--- src/rtl/cbsd_pkg.sv ---
// Shared types and constants for the camera block stream deframer.
`timescale 1ns / 1ps

package cbsd_pkg;

    localparam int MAX_BLOCKS = 32;
    localparam logic [5:0] LIMIT_RESET = 6'd32;

    localparam logic [7:0] BYTE_00 = 8'h00;
    localparam logic [7:0] BYTE_55 = 8'h55;
    localparam logic [7:0] BYTE_56 = 8'h56;
    localparam logic [7:0] BYTE_AA = 8'haa;

    typedef enum logic [1:0] {
        MODE_HUNT   = 2'd0,
        MODE_CSUM   = 2'd1,
        MODE_FIELDS = 2'd2,
        MODE_SEP    = 2'd3
    } mode_t;

    typedef enum logic [1:0] {
        KIND_GOOD = 2'd0,
        KIND_BAD  = 2'd1,
        KIND_END  = 2'd2
    } kind_t;

    typedef struct packed {
        logic [7:0] data;
        logic       is_00;
        logic       is_55;
        logic       is_56;
        logic       is_aa;
    } token_t;

    typedef struct packed {
        logic zero;
        logic normal;
        logic code;
    } word_class_t;

    typedef struct packed {
        kind_t       kind;
        logic [15:0] signature;
        logic [15:0] x_center;
        logic [15:0] y_center;
        logic [15:0] box_width;
        logic [15:0] box_height;
        logic [15:0] angle;
        logic        color_code;
        logic [4:0]  block_index;
        logic [5:0]  frame_blocks;
    } result_t;

    localparam int TOKEN_W  = $bits(token_t);
    localparam int RESULT_W = $bits(result_t);

endpackage

--- src/rtl/cbsd_fifo.sv ---
// Small register queue used between the deframer stages and at the result side.
`timescale 1ns / 1ps

module cbsd_fifo #(
    parameter int WIDTH = 8,
    parameter int DEPTH = 2
) (
    input  logic             clk,
    input  logic             rst_n,
    input  logic             wr_en,
    input  logic [WIDTH-1:0] wr_data,
    input  logic             rd_en,
    output logic [WIDTH-1:0] rd_data,
    output logic             full,
    output logic             empty
);

    localparam int PTR_W = (DEPTH > 1) ? $clog2(DEPTH) : 1;
    localparam int CNT_W = $clog2(DEPTH + 1);
    localparam logic [PTR_W-1:0] PTR_LAST = PTR_W'(DEPTH - 1);
    localparam logic [CNT_W-1:0] CNT_FULL = CNT_W'(DEPTH);

    logic [WIDTH-1:0] mem_reg [DEPTH];
    logic [PTR_W-1:0] wr_ptr_reg, wr_ptr_next;
    logic [PTR_W-1:0] rd_ptr_reg, rd_ptr_next;
    logic [CNT_W-1:0] count_reg, count_next;
    logic             do_wr;
    logic             do_rd;

    assign full    = (count_reg == CNT_FULL);
    assign empty   = (count_reg == '0);
    assign do_wr   = wr_en && !full;
    assign do_rd   = rd_en && !empty;
    assign rd_data = mem_reg[rd_ptr_reg];

    always_comb
    begin
        wr_ptr_next = wr_ptr_reg;
        rd_ptr_next = rd_ptr_reg;
        count_next  = count_reg;
        if (do_wr)
        begin
            wr_ptr_next = (wr_ptr_reg == PTR_LAST) ? '0 : wr_ptr_reg + 1'b1;
        end
        if (do_rd)
        begin
            rd_ptr_next = (rd_ptr_reg == PTR_LAST) ? '0 : rd_ptr_reg + 1'b1;
        end
        if (do_wr && !do_rd)
        begin
            count_next = count_reg + 1'b1;
        end
        else if (do_rd && !do_wr)
        begin
            count_next = count_reg - 1'b1;
        end
    end

    always_ff @(posedge clk or negedge rst_n)
    begin
        if (!rst_n)
        begin
            wr_ptr_reg <= '0;
            rd_ptr_reg <= '0;
            count_reg  <= '0;
        end
        else
        begin
            wr_ptr_reg <= wr_ptr_next;
            rd_ptr_reg <= rd_ptr_next;
            count_reg  <= count_next;
        end
    end

    always_ff @(posedge clk)
    begin
        if (do_wr)
        begin
            mem_reg[wr_ptr_reg] <= wr_data;
        end
    end

endmodule

--- src/rtl/cbsd_front.sv ---
// Front stage: accepts received bytes and tags the ones that make up sync words.
`timescale 1ns / 1ps

module cbsd_front
    import cbsd_pkg::*;
(
    input  logic       push,
    input  logic [7:0] rx_byte,
    input  logic       queue_full,
    output logic       full,
    output logic       tok_push,
    output token_t     tok
);

    assign full     = queue_full;
    assign tok_push = push && !queue_full;

    always_comb
    begin
        tok.data  = rx_byte;
        tok.is_00 = (rx_byte == BYTE_00);
        tok.is_55 = (rx_byte == BYTE_55);
        tok.is_56 = (rx_byte == BYTE_56);
        tok.is_aa = (rx_byte == BYTE_AA);
    end

endmodule

--- src/rtl/cbsd_back.sv ---
// Back stage: pairs bytes into words, tracks framing and builds block results.
`timescale 1ns / 1ps

module cbsd_back
    import cbsd_pkg::*;
(
    input  logic       clk,
    input  logic       rst_n,
    input  logic       cfg_wr_en,
    input  logic [5:0] cfg_wr_data,
    input  logic       tok_valid,
    input  token_t     tok,
    output logic       tok_pop,
    input  logic       res_full,
    output logic       res_push,
    output result_t    res
);

    logic        phase_reg, phase_next;
    token_t      low_reg, low_next;
    logic        skip_reg, skip_next;
    word_class_t prev_reg, prev_next;
    mode_t       mode_reg, mode_next;
    logic [2:0]  idx_reg, idx_next;
    logic        code_reg, code_next;
    logic [15:0] csum_reg, csum_next;
    logic [18:0] sum_reg, sum_next;
    logic [5:0]  good_reg, good_next;
    logic [5:0]  limit_reg;
    logic [15:0] store_reg [5];

    logic        step;
    logic [15:0] word;
    word_class_t wcls;
    logic        w_swapped;
    logic        w_start;
    logic [18:0] sum_new;
    logic [5:0]  limit_eff;
    logic        store_we;
    logic        emit_end;
    logic        emit_block;
    logic        block_ok;
    logic [5:0]  end_count;

    assign step     = tok_valid && !res_full;
    assign tok_pop  = step;
    assign res_push = emit_end || emit_block;

    assign word        = {tok.data, low_reg.data};
    assign wcls.zero   = low_reg.is_00 && tok.is_00;
    assign wcls.normal = low_reg.is_55 && tok.is_aa;
    assign wcls.code   = low_reg.is_56 && tok.is_aa;
    assign w_swapped   = low_reg.is_aa && tok.is_55;
    assign w_start     = wcls.normal || wcls.code;
    assign sum_new     = sum_reg + {3'b000, word};
    assign block_ok    = (sum_new == {3'b000, csum_reg});

    always_comb
    begin
        if (limit_reg == 6'd0)
        begin
            limit_eff = 6'd1;
        end
        else if (limit_reg > 6'(MAX_BLOCKS))
        begin
            limit_eff = 6'(MAX_BLOCKS);
        end
        else
        begin
            limit_eff = limit_reg;
        end
    end

    always_comb
    begin
        phase_next = phase_reg;
        low_next   = low_reg;
        skip_next  = skip_reg;
        prev_next  = prev_reg;
        mode_next  = mode_reg;
        idx_next   = idx_reg;
        code_next  = code_reg;
        csum_next  = csum_reg;
        sum_next   = sum_reg;
        good_next  = good_reg;
        store_we   = 1'b0;
        emit_end   = 1'b0;
        emit_block = 1'b0;
        end_count  = good_reg;
        if (step)
        begin
            if (!phase_reg)
            begin
                if (skip_reg)
                begin
                    skip_next = 1'b0;
                end
                else
                begin
                    low_next   = tok;
                    phase_next = 1'b1;
                end
            end
            else
            begin
                phase_next = 1'b0;
                unique case (mode_reg)
                    MODE_HUNT:
                    begin
                        if (wcls.zero && prev_reg.zero)
                        begin
                            good_next = '0;
                            end_count = '0;
                            emit_end  = 1'b1;
                            prev_next = '0;
                        end
                        else if (wcls.normal && prev_reg.normal)
                        begin
                            code_next = 1'b0;
                            mode_next = MODE_CSUM;
                            good_next = '0;
                        end
                        else if (wcls.code && prev_reg.code)
                        begin
                            code_next = 1'b1;
                            mode_next = MODE_CSUM;
                            good_next = '0;
                        end
                        else
                        begin
                            if (w_swapped)
                            begin
                                skip_next = 1'b1;
                            end
                            prev_next = wcls;
                        end
                    end
                    MODE_CSUM:
                    begin
                        if (w_start)
                        begin
                            code_next = wcls.code;
                            emit_end  = 1'b1;
                            good_next = '0;
                        end
                        else if (wcls.zero)
                        begin
                            emit_end  = 1'b1;
                            mode_next = MODE_HUNT;
                            prev_next = '0;
                        end
                        else
                        begin
                            csum_next = word;
                            sum_next  = '0;
                            idx_next  = '0;
                            mode_next = MODE_FIELDS;
                        end
                    end
                    MODE_FIELDS:
                    begin
                        sum_next = sum_new;
                        store_we = (idx_reg < 3'd5);
                        if ((idx_reg >= 3'd5) || (idx_reg == 3'd4 && !code_reg))
                        begin
                            emit_block = 1'b1;
                            if (block_ok)
                            begin
                                good_next = good_reg + 1'b1;
                            end
                            idx_next  = '0;
                            mode_next = MODE_SEP;
                        end
                        else
                        begin
                            idx_next = idx_reg + 1'b1;
                        end
                    end
                    MODE_SEP:
                    begin
                        if (w_start)
                        begin
                            code_next = wcls.code;
                        end
                        if (w_start && (good_reg < limit_eff))
                        begin
                            mode_next = MODE_CSUM;
                        end
                        else
                        begin
                            emit_end  = 1'b1;
                            mode_next = MODE_HUNT;
                            prev_next = '0;
                        end
                    end
                    default:
                    begin
                        mode_next = MODE_HUNT;
                    end
                endcase
            end
        end
    end

    always_comb
    begin
        res = '0;
        if (emit_end)
        begin
            res.kind         = KIND_END;
            res.frame_blocks = end_count;
        end
        else
        begin
            res.kind        = block_ok ? KIND_GOOD : KIND_BAD;
            res.signature   = store_reg[0];
            res.x_center    = store_reg[1];
            res.y_center    = store_reg[2];
            res.box_width   = store_reg[3];
            res.box_height  = code_reg ? store_reg[4] : word;
            res.angle       = code_reg ? word : 16'd0;
            res.color_code  = code_reg;
            res.block_index = block_ok ? good_reg[4:0] : 5'd0;
        end
    end

    always_ff @(posedge clk or negedge rst_n)
    begin
        if (!rst_n)
        begin
            phase_reg <= 1'b0;
            low_reg   <= '0;
            skip_reg  <= 1'b0;
            prev_reg  <= '0;
            mode_reg  <= MODE_HUNT;
            idx_reg   <= '0;
            code_reg  <= 1'b0;
            csum_reg  <= '0;
            sum_reg   <= '0;
            good_reg  <= '0;
            limit_reg <= LIMIT_RESET;
        end
        else
        begin
            phase_reg <= phase_next;
            low_reg   <= low_next;
            skip_reg  <= skip_next;
            prev_reg  <= prev_next;
            mode_reg  <= mode_next;
            idx_reg   <= idx_next;
            code_reg  <= code_next;
            csum_reg  <= csum_next;
            sum_reg   <= sum_next;
            good_reg  <= good_next;
            if (cfg_wr_en)
            begin
                limit_reg <= cfg_wr_data;
            end
        end
    end

    always_ff @(posedge clk)
    begin
        if (store_we)
        begin
            store_reg[idx_reg] <= word;
        end
    end

endmodule

--- src/rtl/camera_block_stream_deframer.sv ---
// Top level of the camera block stream deframer.
//
//  Channel   Direction  Handshake                      Payload
//  input     in         push / full                    rx_byte
//  result    out        empty / pop                    result_kind .. frame_blocks
//  config    in         cfg_wr_en (no wait)            cfg_wr_data (block limit)
//
// Takes one byte per cycle sustained; the back stage handles one byte per cycle
// unless the result queue is full. Results show on the result ports from that queue.
// Reset clears all framing state, empties both queues and sets the limit to 32.
// While pop stays low, the two-entry result queue fills, the back stage holds,
// the two-entry byte queue fills and full rises.
`timescale 1ns / 1ps

module camera_block_stream_deframer
    import cbsd_pkg::*;
(
    input  logic        clk,
    input  logic        rst_n,
    input  logic        push,
    input  logic [7:0]  rx_byte,
    output logic        full,
    input  logic        cfg_wr_en,
    input  logic [5:0]  cfg_wr_data,
    output logic        empty,
    input  logic        pop,
    output logic [1:0]  result_kind,
    output logic [15:0] signature,
    output logic [15:0] x_center,
    output logic [15:0] y_center,
    output logic [15:0] box_width,
    output logic [15:0] box_height,
    output logic [15:0] angle,
    output logic        color_code,
    output logic [4:0]  block_index,
    output logic [5:0]  frame_blocks
);

    logic                tok_push;
    token_t              tok_in;
    logic [TOKEN_W-1:0]  tok_q_data;
    token_t              tok_out;
    logic                tok_q_full;
    logic                tok_q_empty;
    logic                tok_pop;
    logic                res_push;
    result_t             res_in;
    logic [RESULT_W-1:0] res_q_data;
    result_t             res_out;
    logic                res_q_full;

    cbsd_front u_front (
        .push       (push),
        .rx_byte    (rx_byte),
        .queue_full (tok_q_full),
        .full       (full),
        .tok_push   (tok_push),
        .tok        (tok_in)
    );

    cbsd_fifo #(
        .WIDTH (TOKEN_W),
        .DEPTH (2)
    ) u_tok_q (
        .clk     (clk),
        .rst_n   (rst_n),
        .wr_en   (tok_push),
        .wr_data (tok_in),
        .rd_en   (tok_pop),
        .rd_data (tok_q_data),
        .full    (tok_q_full),
        .empty   (tok_q_empty)
    );

    assign tok_out = token_t'(tok_q_data);

    cbsd_back u_back (
        .clk         (clk),
        .rst_n       (rst_n),
        .cfg_wr_en   (cfg_wr_en),
        .cfg_wr_data (cfg_wr_data),
        .tok_valid   (!tok_q_empty),
        .tok         (tok_out),
        .tok_pop     (tok_pop),
        .res_full    (res_q_full),
        .res_push    (res_push),
        .res         (res_in)
    );

    cbsd_fifo #(
        .WIDTH (RESULT_W),
        .DEPTH (2)
    ) u_res_q (
        .clk     (clk),
        .rst_n   (rst_n),
        .wr_en   (res_push),
        .wr_data (res_in),
        .rd_en   (pop),
        .rd_data (res_q_data),
        .full    (res_q_full),
        .empty   (empty)
    );

    assign res_out      = result_t'(res_q_data);
    assign result_kind  = res_out.kind;
    assign signature    = res_out.signature;
    assign x_center     = res_out.x_center;
    assign y_center     = res_out.y_center;
    assign box_width    = res_out.box_width;
    assign box_height   = res_out.box_height;
    assign angle        = res_out.angle;
    assign color_code   = res_out.color_code;
    assign block_index  = res_out.block_index;
    assign frame_blocks = res_out.frame_blocks;

`ifndef SYNTHESIS
    a_end_clean: assert property (@(posedge clk) disable iff (!rst_n)
        (!empty && result_kind == KIND_END) |->
            (signature == 16'd0 && angle == 16'd0 && color_code == 1'b0
             && block_index == 5'd0))
        else $error("frame end carries block data");

    a_block_no_count: assert property (@(posedge clk) disable iff (!rst_n)
        (!empty && (result_kind == KIND_GOOD || result_kind == KIND_BAD)) |->
            (frame_blocks == 6'd0))
        else $error("block result carries a frame count");

    a_bad_index: assert property (@(posedge clk) disable iff (!rst_n)
        (!empty && result_kind == KIND_BAD) |-> (block_index == 5'd0))
        else $error("checksum error block has an index");

    a_angle_code: assert property (@(posedge clk) disable iff (!rst_n)
        (!empty && angle != 16'd0) |-> color_code)
        else $error("angle on a normal block");
`endif

endmodule
--- config.mk ---
export PLATFORM = sky130hd
export DESIGN_NAME = camera_block_stream_deframer
export DESIGN_NICKNAME = d
export VERILOG_FILES = /design/src/rtl/cbsd_pkg.sv /design/src/rtl/cbsd_fifo.sv /design/src/rtl/cbsd_front.sv /design/src/rtl/cbsd_back.sv /design/src/rtl/camera_block_stream_deframer.sv
export SDC_FILE = /design/constraint.sdc
export NUM_CORES = 1
export LEC_CHECK = 0
export BUFFER_PORTS_ARGS = -buffer_cell sky130_fd_sc_hd__buf_2
export CORE_AREA = 5 5 230 232
export CTS_CLUSTER_DIAMETER = 50
export DETAILED_ROUTE_END_ITERATION = 8
export DIE_AREA = 0 0 235 237
export GPL_ROUTABILITY_DRIVEN = 0
export PLACE_DENSITY = 0.49
export SYNTH_ARGS = -nofsm -noshare
export SYNTH_HDL_FRONTEND = slang
export SYNTH_HIERARCHICAL = 1
export SYNTH_SLANG_ARGS = --single-unit
--- constraint.sdc ---
create_clock -name clk -period 8.1 [get_ports clk]
set_clock_uncertainty 0.1 [all_clocks]
set_input_delay 1.62 -clock clk [delete_from_list [all_inputs] [get_ports clk]]
set_output_delay 1.62 -clock clk [all_outputs]
set_load 0.005 [all_outputs]
==> run_results.csv <==
group,metric,value,unit
floorplanning,die_area,0.0557,mm^2
yosys,ys.flop_type,"edfxtp_1",
global_route,antenna_found_initial,1,
min_path,hold_path_class,"flop to flop",
timing,hold_slack,0.389,ns
route,wl,40600,um
timing,slew_violations,0,
min_path,hold_depth,2,
floorplanning,core_area,0.0508,mm^2
clock_network,clk_pin_slew,0.06,ns
flow_run,cap_violations,0,
yosys,ys_seq_area_share,66.6,%
yosys,yosys.area.top_type_share,55.5,%
placement,portBuffers,130,
floorplanning,rows,83,
final_layout,fillers,4675,
placement,dp_hpwl,25900,um
timing,layout_min_cycle_time,4.81,ns
critical_path,r2r-end,"u_res_q/mem_reg[0][6]",
yosys,ys_seq_elements,402,
placement,dpl_cell_area,0.0189,mm^2
final_layout,drive_above_1_share,29.1,%
final_layout,area_delta_synth_final,16.2,%
global_route,grt_max_degree,83,
critical_path,end_kind,"flop",
yosys,yosysTopAreaCell,"edfxtp_1",
final_layout,post-route-cell-area,0.0204,mm^2
critical_path,critPathMaxFanout,82,
yosys,synth_area,0.0175,mm^2
placement,dp_slack,3.15,ns
critical_path,r2r-start,"u_tok_q/rd_ptr_reg",
power_and_ir_drop,power_leakage,7.44,nW
clock_network,cts_made_buffers,47,
timing,setup_viol_count_final,0,
critical_path,crit_required,8.43,ns
clock_network,cts-resized-gates,0,
final_layout,antenna_cells,0,
yosys,syn_inst,1182,
route,firstDrtPassIters,5,
global_route,first_global_vias,10200,
critical_path,startpoint_type,"flop",
global_route,grt_use_total,14.3,%
final_layout,final_common_cell,"edfxtp_1",
timing,fmax,208,MHz
critical_path,reg2reg_slack,3.29,ns
yosys,synth_edf_count,324,
route,viasPerCell,4.90,
global_route,grt_pass1_wl,62200,um
final_layout,final_cell_mix,"edfxtp_1, mux2_2, buf_2",
yosys,ys_types,80,
yosys,yosysWarnings,6,
clock_network,cts_setup_buffers,0,
clock_network,htree_levels,2,
clock_network,root_buffer,"clkbuf_16",
floorplanning,die_h,237,um
final_layout,finalCoreUtilization,40.1,%
timing,finalSetupTns,0,ns
critical_path,crit_type,"flop to flop",
yosys,async_flop_share,19.4,%
min_path,min_to,"u_back/sum_reg[14]",
yosys,syn-num-nets,1229,
power_and_ir_drop,powerDensity,388,mW/mm^2
timing,period_share,59.4,%
final_layout,largest_register_ffs,220,
yosys,synth_area_leaders,"edfxtp_1, dfrtp_1, mux2_2",
timing,setup_ws,3.29,ns
clock_network,clock_path_buffers,3,
route,drc,0,
clock_network,cts_hold_buffers,0,
timing,rsz0062_at_grt,"no",
clock_network,clock-sinks,402,
critical_path,cp.arrival,5.14,ns
floorplanning,start_util,34.5,%
timing,tightest_slew,1.22,ns
route,num_vias,9968,
route,drt_iter0_drc,532,
timing,hold_violations,0,
clock_network,cts_tree,"yes",
global_route,grt-ovfl-total,0,
floorplanning,ios,131,
timing,slew-limit-headroom,18.2,%
route,ant_nets,0,
route,wire_per_inst,20.0,um
floorplanning,dieWidth,235,um
clock_network,clk_latency,0.58,ns
yosys,syn_avg_cell_area,14.8,um^2
final_layout,nNetsFinal,1363,
run_status,run_status,"finished clean",
min_path,hp-start,"u_back/sum_reg[14]",
power_and_ir_drop,peakVddDrop,0.186,mV
critical_path,rr_worst_depth,9,
-- synthesized netlist by cell type (all sizes together), types with 4 or more instances --
cell and n:
mux2i 19, nand2 60, nor4 16, and3 21, or3 7, and2 78
xor2 16, or2 6, nor2 62, nor3 18, a22o 6, clkbuf 29
buf 30, o31ai 5, o211ai 9, nor2b 7, or4 5, edfxtp 324
ha 27, a21oi 19, xnor2 19, nand2b 6, mux2 157, a31oi 5
a211oi 9, nand4 8, o21ai 38, a221oi 4, inv 24, a21o 11
dfrtp 77, nand3 8, nor3b 7
-- kinds of logic (layout without fill, tap and decap cells) --
kind of cell / count (synthesis) / count (layout) / synth area share (%)
flip-flops: 402 / 402 / 66.6
AND/OR/NAND/NOR: 320 / 320 / 9.83
multiplexers: 176 / 176 / 11.4
AO/OA/AOI/OAI: 135 / 135 / 5.47
buffers and inverters: 83 / 255 / 2.53
XOR/XNOR: 38 / 38 / 2.13
adder cells (fa/ha/maj): 28 / 28 / 2.04
-- worst max-delay path: stages (launching register included) --
cell,delay [ns]
dfrtp_1,0.81
mux2_1,0.37
o21ai_0,0.20
a211oi_1,0.24
o21ai_0,0.28
a41oi_4,0.29
buf_4,0.54
inv_1,0.58
nor4_1,0.97
and2_1,0.27
-- routing by layer --
| layer | GRT usage [%] | up-vias | part of all wire [%] |
|---|---|---|---|
| met4 | 3.49 | 0 | 2.0 |
| met5 | 0 | - | 0 |
| met1 | 19.4 | 5000 | 46 |
| met2 | 23.6 | 200 | 48 |
| li1 | - | 4713 | - |
| met3 | 2.97 | 55 | 4.1 |
-- worst max-delay path by stage --
stage | from | to | slack [ns] | depth (start not counted)
after floorplan | u_back/limit_reg[5] | u_res_q/mem_reg[0][0] | 0.82 | 12
after global placement | u_tok_q/rd_ptr_reg | u_back/good_reg[4] | 3.33 | 11
after detailed placement | u_tok_q/rd_ptr_reg | u_res_q/mem_reg[1][6] | 3.15 | 9
after CTS | u_tok_q/rd_ptr_reg | u_res_q/mem_reg[1][6] | 3.13 | 9
after global routing | u_tok_q/rd_ptr_reg | u_res_q/mem_reg[1][6] | 2.84 | 9
final | u_tok_q/rd_ptr_reg | u_res_q/mem_reg[0][6] | 3.29 | 9
-- through the flow --
step           power, W  std cells
2_1_floorplan   0.00499       1182
3_3_place_gp    0.00591       1947
3_5_place_dp    0.00593       1947
4_1_cts         0.00803       2034
5_1_grt         0.00839       2034
6_report        0.00791       2034
-- area by class of cell --
class                   count  area, um^2  area share, %
clock buffers              65        1270           6.26
clock inverters            22         245           1.20
inverters                  24        90.1          0.442
multi-input cells         697        5470           26.9
flip-flops and latches    402       11700           57.3
well taps                 680         851           4.18
repair buffers            144         758           3.72
-- power by group --
group	switching [W]	internal (W)	leakage (nW)
combinational	0.00162	0.00117	2.82
sequential	0.000337	0.00273	3.89
clock	0.000822	0.00124	0.735
total	0.00278	0.00513	7.44
Note: power is estimated with default switching activity, not from simulation.
